[config.mk]
export PLATFORM = sky130hd
export DESIGN_NAME = ascii_decimal_int32_parser_core
export DESIGN_NICKNAME = d
export VERILOG_FILES = /design/src/design/adip_pkg.sv /design/src/design/ascii_decimal_int32_parser_core.sv
export SDC_FILE = /design/constraint.sdc
export NUM_CORES = 1
export LEC_CHECK = 0
export ABC_AREA = 1
export BUFFER_PORTS_ARGS = -buffer_cell sky130_fd_sc_hd__buf_4
export CAP_MARGIN = 0
export CORE_ASPECT_RATIO = 0.6
export CORE_MARGIN = 1.5
export CORE_UTILIZATION = 40
export CTS_CLUSTER_DIAMETER = 120
export DETAILED_ROUTE_END_ITERATION = 12
export PLACE_DENSITY = 0.64
export SLEW_MARGIN = 20
export SYNTH_ARGS = -nofsm -noshare
export SYNTH_HDL_FRONTEND = slang
export SYNTH_SLANG_ARGS = --single-unit
[constraint.sdc]
create_clock -name clk_i -period 3.57 [get_ports clk_i]
set_input_delay 0.1785 -clock clk_i [delete_from_list [all_inputs] [get_ports clk_i]]
set_output_delay 0.1785 -clock clk_i [all_outputs]
set_load 0.05 [all_outputs]
[src/design/adip_pkg.sv]
`timescale 1ns / 1ps

package adip_pkg;

  // Parse phase of the number currently being collected.
  typedef enum logic [1:0] {
    PH_IDLE   = 2'd0,
    PH_SIGN   = 2'd1,
    PH_DIGITS = 2'd2
  } phase_e;

  localparam logic [7:0]  CHAR_PLUS   = 8'h2B;
  localparam logic [7:0]  CHAR_MINUS  = 8'h2D;

  localparam int unsigned MAG_W       = 34;
  localparam int unsigned DCNT_W      = 4;
  localparam int unsigned LEN_W       = 8;

  localparam logic [DCNT_W-1:0] MAX_DIGITS  = DCNT_W'(10);
  localparam logic [DCNT_W-1:0] OVER_DIGITS = DCNT_W'(11);
  localparam logic [MAG_W-1:0]  MAX_MAG     = MAG_W'(64'd2147483647);
  localparam logic [31:0]       NA_VALUE    = 32'h8000_0000;
  localparam logic [LEN_W-1:0]  LEN_MAX     = {LEN_W{1'b1}};

  // Accumulator state carried from one byte to the next.
  typedef struct packed {
    logic                is_negative;
    logic                saw_leading_zero;
    logic [DCNT_W-1:0]   digit_count;
    logic [MAG_W-1:0]    magnitude;
    logic [LEN_W-1:0]    consumed_count;
  } num_t;

  localparam num_t NUM_CLEAR = '{
    is_negative:      1'b0,
    saw_leading_zero: 1'b0,
    digit_count:      '0,
    magnitude:        '0,
    consumed_count:   '0
  };

endpackage

[src/design/ascii_decimal_int32_parser_core.sv]
`timescale 1ns / 1ps

// Channel  | Direction | Handshake                 | Payload
// ---------+-----------+---------------------------+-------------------------------------
// input    | in        | in_valid_i / in_stall_o   | char_in_i, starts_field_i
// result   | out       | out_valid_o / out_stall_i | value_out_o, status_out_o, length_out_o
//
// One byte is taken per cycle; the accumulator update (a times-ten add and a
// range compare) sits between the state registers and the result register.
// A result appears on the outputs in the cycle after the byte that ends the number.
// in_stall_o is high only while a result is held in the output register and the
// result side is stalling; otherwise a transfer can happen in every cycle.
// rst_ni clears the parse phase, the accumulator and the output valid flag.

module ascii_decimal_int32_parser_core
  import adip_pkg::*;
(
  input  logic        clk_i,
  input  logic        rst_ni,

  input  logic        in_valid_i,
  output logic        in_stall_o,
  input  logic [7:0]  char_in_i,
  input  logic        starts_field_i,

  output logic        out_valid_o,
  input  logic        out_stall_i,
  output logic signed [31:0] value_out_o,
  output logic        status_out_o,
  output logic [7:0]  length_out_o
);

  phase_e phase_q, phase_d;
  num_t   num_q, num_d;

  logic        out_valid_q, out_valid_d;
  logic [31:0] value_q, value_d;
  logic        status_q, status_d;
  logic [7:0]  length_q, length_d;

  logic        in_xfer;
  logic        is_digit;
  logic [3:0]  digit;
  num_t        eff;
  logic        finish;
  logic        accepted;
  logic [MAG_W-1:0] mag_next;
  logic [LEN_W-1:0] consumed_next;

  // The output register can take a new result unless it is full and stalled.
  assign in_stall_o = out_valid_q & out_stall_i;
  assign in_xfer    = in_valid_i & ~in_stall_o;

  assign is_digit = (char_in_i inside {[8'h30:8'h39]});
  assign digit    = char_in_i[3:0];

  // A start byte begins from a cleared accumulator; otherwise continue.
  assign eff = starts_field_i ? NUM_CLEAR : num_q;

  assign mag_next = (eff.magnitude << 3) + (eff.magnitude << 1) + MAG_W'(digit);
  assign consumed_next = (eff.consumed_count == LEN_MAX) ? eff.consumed_count
                                                         : eff.consumed_count + LEN_W'(1);

  assign accepted = ((eff.digit_count != '0) || eff.saw_leading_zero) &&
                    (eff.digit_count <= MAX_DIGITS) && (eff.magnitude <= MAX_MAG);

  always_comb begin
    phase_d = phase_q;
    num_d   = num_q;
    finish  = 1'b0;
    if (in_xfer && (starts_field_i || phase_q != PH_IDLE)) begin
      phase_d = starts_field_i ? PH_SIGN : phase_q;
      num_d   = eff;
      if (starts_field_i && (char_in_i == CHAR_MINUS || char_in_i == CHAR_PLUS)) begin
        num_d.is_negative    = (char_in_i == CHAR_MINUS);
        num_d.consumed_count = LEN_W'(1);
      end else if (is_digit) begin
        if (eff.digit_count == '0 && digit == 4'd0) begin
          num_d.saw_leading_zero = 1'b1;
        end else begin
          if (eff.digit_count < MAX_DIGITS) begin
            num_d.magnitude   = mag_next;
            num_d.digit_count = eff.digit_count + DCNT_W'(1);
          end else begin
            num_d.digit_count = OVER_DIGITS;
          end
          phase_d = PH_DIGITS;
        end
        num_d.consumed_count = consumed_next;
      end else begin
        // Any other byte closes the number and produces one result.
        finish  = 1'b1;
        phase_d = PH_IDLE;
        num_d   = NUM_CLEAR;
      end
    end
  end

  always_comb begin
    out_valid_d = out_valid_q & out_stall_i;
    value_d     = value_q;
    status_d    = status_q;
    length_d    = length_q;
    if (finish) begin
      out_valid_d = 1'b1;
      if (accepted) begin
        value_d  = eff.is_negative ? 32'd0 - eff.magnitude[31:0] : eff.magnitude[31:0];
        status_d = 1'b0;
        length_d = eff.consumed_count;
      end else begin
        value_d  = NA_VALUE;
        status_d = 1'b1;
        length_d = '0;
      end
    end
  end

  always_ff @(posedge clk_i or negedge rst_ni) begin
    if (!rst_ni) begin
      phase_q     <= PH_IDLE;
      num_q       <= NUM_CLEAR;
      out_valid_q <= 1'b0;
    end else begin
      phase_q     <= phase_d;
      num_q       <= num_d;
      out_valid_q <= out_valid_d;
    end
  end

  // Result payload carries no reset; it is qualified by out_valid_q.
  always_ff @(posedge clk_i) begin
    value_q  <= value_d;
    status_q <= status_d;
    length_q <= length_d;
  end

  assign out_valid_o  = out_valid_q;
  assign value_out_o  = value_q;
  assign status_out_o = status_q;
  assign length_out_o = length_q;

  // A rejected result always carries the NA value and a zero length.
  assert property (@(posedge clk_i) disable iff (!rst_ni)
    out_valid_o && status_out_o |-> (value_out_o == NA_VALUE) && (length_out_o == '0))
    else $error("rejected result with payload");

  // An accepted result consumed at least one byte.
  assert property (@(posedge clk_i) disable iff (!rst_ni)
    out_valid_o && !status_out_o |-> length_out_o != '0)
    else $error("accepted result with zero length");

  // While idle the accumulator stays cleared.
  assert property (@(posedge clk_i) disable iff (!rst_ni)
    phase_q == PH_IDLE |-> num_q == NUM_CLEAR)
    else $error("accumulator not cleared while idle");

  // The digit count never goes past the overflow mark.
  assert property (@(posedge clk_i) disable iff (!rst_ni)
    num_q.digit_count <= OVER_DIGITS)
    else $error("digit count out of range");

  // A closing byte always yields a result in the next cycle.
  assert property (@(posedge clk_i) disable iff (!rst_ni)
    finish |=> out_valid_o)
    else $error("result lost");

endmodule
==> run metrics <==
DIE WIDTH 187.4 um; vias in the first global route 7186; outcome complete, no violations; initial drt markers 761; Max Buffers Root-to-Sink 2; Tightest Pin Transition 1.114 ns; Max H-tree Level 3; top_reg_cell synth dfrtp_1; DRC viols 0; CP most frequent cell nand2_1; routed vias 7953; Synth area leaders nand2_1 (19%), dfrtp_1 (16%), edfxtp_1 (15%); worst-path maximum fanout 5; most frequent cell after synthesis nand2_1; Worst path max stage delay 0.47 ns; element type at the critical path end register; Critical Path AT 3.22 ns; Synth Net Count 1325; Leak 5.030 nW; Slew Limit Fails 0; TritonCTS clock tree done; FFs w/ async S/R, synth 55.43%; Setup TNS 0 ns; DIE AREA 21290 sq um; input/output buffers 55; Setup Viol. Count Final 0; Yosys top cell by area nand2_1; clock root buffer clkbuf_16; Final period util 83.72%; number of synthesized flops with an enable pin 41; largest net degree at the start of global routing 52; Comb power frac 19.4%; Post-synth top cells nand2_1 (411), inv_1 (197), nor2_1 (150), nand3_1 (82), ha_1 (66); Hold Crit Class in2reg; Max-Cap Viols 0; simple-gate share of the synthesized area 36.74%; crit path kind reg2reg; # diodes 0; final WL 24200 um; Startpoint Class register; Post-Syn Area per Cell 6.553 sq um; critical-path cell list inv_1, nor2_1, ha_1, ha_1, nand2_1, nor2_1, nand2_1, nand2_1, inv_1, nand3_1, nand3_1, nand3_1, nand2_1; Adder-Cell Fraction of Synth Area 10.37%; largest family of logic cells by synthesized area simple AND/OR/NAND/NOR gates; Rel. slew slack 25.63%; placed insts 1557; share of cells above drive strength 1 10.61%; Area Growth Syn to Fin 11.76%; CTS sink count 92; Initial Util 40.76%; Chip Height 113.6 um; post-layout util 45.55%; total chip power 2.694 mW; Synth cell types 46; GRT overflow 0; synthesized netlist cell count 1245; Pwr per Cell Area 295.5 nW/um^2; RD Place Congestion 0.9585; Clock Skew 0.01173 ns; sequential share of the synthesized area 30.73%; first-pass GRT wire length 38990 um; Compound-Gate Fraction of Synth Area 8.588%; worst-skew pair later-pin latency 0.35 ns; all-layer global routing usage 23.30%; fmax 334.6 MHz; P_int 1.858 mW; Switching Fraction 31.05%; Post-DP Area 8815 sq um; Final Instance Area 9119 sq um; Detailed Routing Iterations Pass 1 5; RSZ-0062 raised after global routing no; number of synthesized register bits 92; Net Sw Power 0.8366 mW; Seq pwr share 44.4%; routed len/inst 15.38 um; maximum VDD drop 0.0002343 V; top-area cell type share of the netlist area 18.91%; fin crit period 2.989 ns; PostCTS Resize Cnt 0; Post-Layout Cell Count 1574; IO Pins 56; Core Rows 40; multiplexer share of the synthesized area 0%; Core ar. 20020 sq um; worst path required time 3.80 ns; dpl hpwl 18570 um; Post-Synth XOR/XNOR Area 1.503%; final hold violations 0; Slowest cell on crit path nor2_1; clock share of power 36.2%; Routed Antenna Nets 0; NumNets Final 1376; antenna violations before repair 0; synthesized area 8159 sq um; synthesis warning total 0; Clock Pin Slew Worst Setup and Hold Paths 0.07 ns; number of buffers created by CTS 9; routed vias/inst 5.053
[state kept, by name, summed over array words and instances, names as in the netlist]
signal and cells:
status_out_o 1, phase_q 2, value_out_o 32, out_valid_o 1
num_q 48, length_out_o 8
[power by group through the flow]
stage | combinational, mW | clock, mW | sequential [mW]
after global routing | 0.555 | 1.02 | 1.20
after detailed placement | 0.518 | 0 | 1.22
after CTS | 0.521 | 0.984 | 1.20
after floorplan | 0.202 | 0 | 1.37
final | 0.522 | 0.976 | 1.20
after global placement | 0.518 | 0 | 1.22
[layout make-up]
cell class	instances	area, sq um
clock buffers	11	242.7
multi-input cells	916	4674
well taps	273	341.6
repair buffers	67	505.5
clock inverters	5	51.30
flip-flops and latches	92	2507
fillers	2136	10900
inverters	210	795.8
[routing by layer]
| metal | global-route usage [%] | share of wire [%] | vias to the layer above |
|---|---|---|---|
| met4 | 4.427 | 1.4 | 0 |
| met5 | 0 | 0 | - |
| met2 | 31.77 | 38 | 334 |
| met1 | 37.35 | 52 | 3586 |
| li1 | - | - | 4010 |
| met3 | 4.462 | 8.3 | 23 |
[through the flow]
step	setup WS, ns	hold WS [ns]
finish	0.5811	0.09229
global route	0.4338	0.1038
CTS	0.7078	0.08894
detailed placement	0.4744	0.2663
global placement	0.4417	0.2762
floorplan	0.2602	-0.1171
[cells by family after synthesis]
| logic type | after synthesis |
|---|---|
| adder cells (fa/ha/maj) | 67 |
| flip-flops | 92 |
| AO/OA/AOI/OAI | 127 |
| buffers and inverters | 237 |
| XOR/XNOR | 14 |
| AND/OR/NAND/NOR | 708 |
[cell usage in the layout (no fill, tap or decap), types with 6 or more instances in the layout]
cell and instances:
nand2_1 411, inv_1 197, nor2_1 149, nand3_1 82, ha_1 66, buf_4 66
a21oi_1 54, dfrtp_1 51, edfxtp_1 41, o21ai_0 36, nand2_2 14, nor2_2 12
nor3_1 12, inv_2 11, o22ai_1 10, clkbuf_16 9, xnor2_1 8, o21ai_1 7
nand2_4 6, xor2_1 6, nor2_4 6
[worst max-delay path, delay by kind of cell, from the launching register on]
kind	cells	cell delay (ns)
AND/OR/NAND/NOR	9	1.65
adder cells (fa/ha/maj)	2	0.69
flip-flops	1	0.37
buffers and inverters	2	0.13
[worst paths after layout]
kind | startpoint | end | slack (ns) | cells after the start
max | num_q[25] | num_q[29] | 0.58 | 13
min | out_stall_i | out_valid_o | 0.09 | 3
max reg2reg | num_q[25] | num_q[29] | 0.58 | 13
min reg2reg | num_q[15] | num_q[15] | 0.49 | 2
max in group asynchronous | rst_ni | num_q[39] | 2.65 | 2
min in group asynchronous | rst_ni | num_q[17] | 0.40 | 2
[repair_timing]
item                       in CTS  in global routing
hold endpoints to repair       51                  0
setup endpoints to repair       0                  0
hold buffers                    1                  0
buffers inserted                0                  0
No activity file was read; power rests on OpenSTA's default activity.
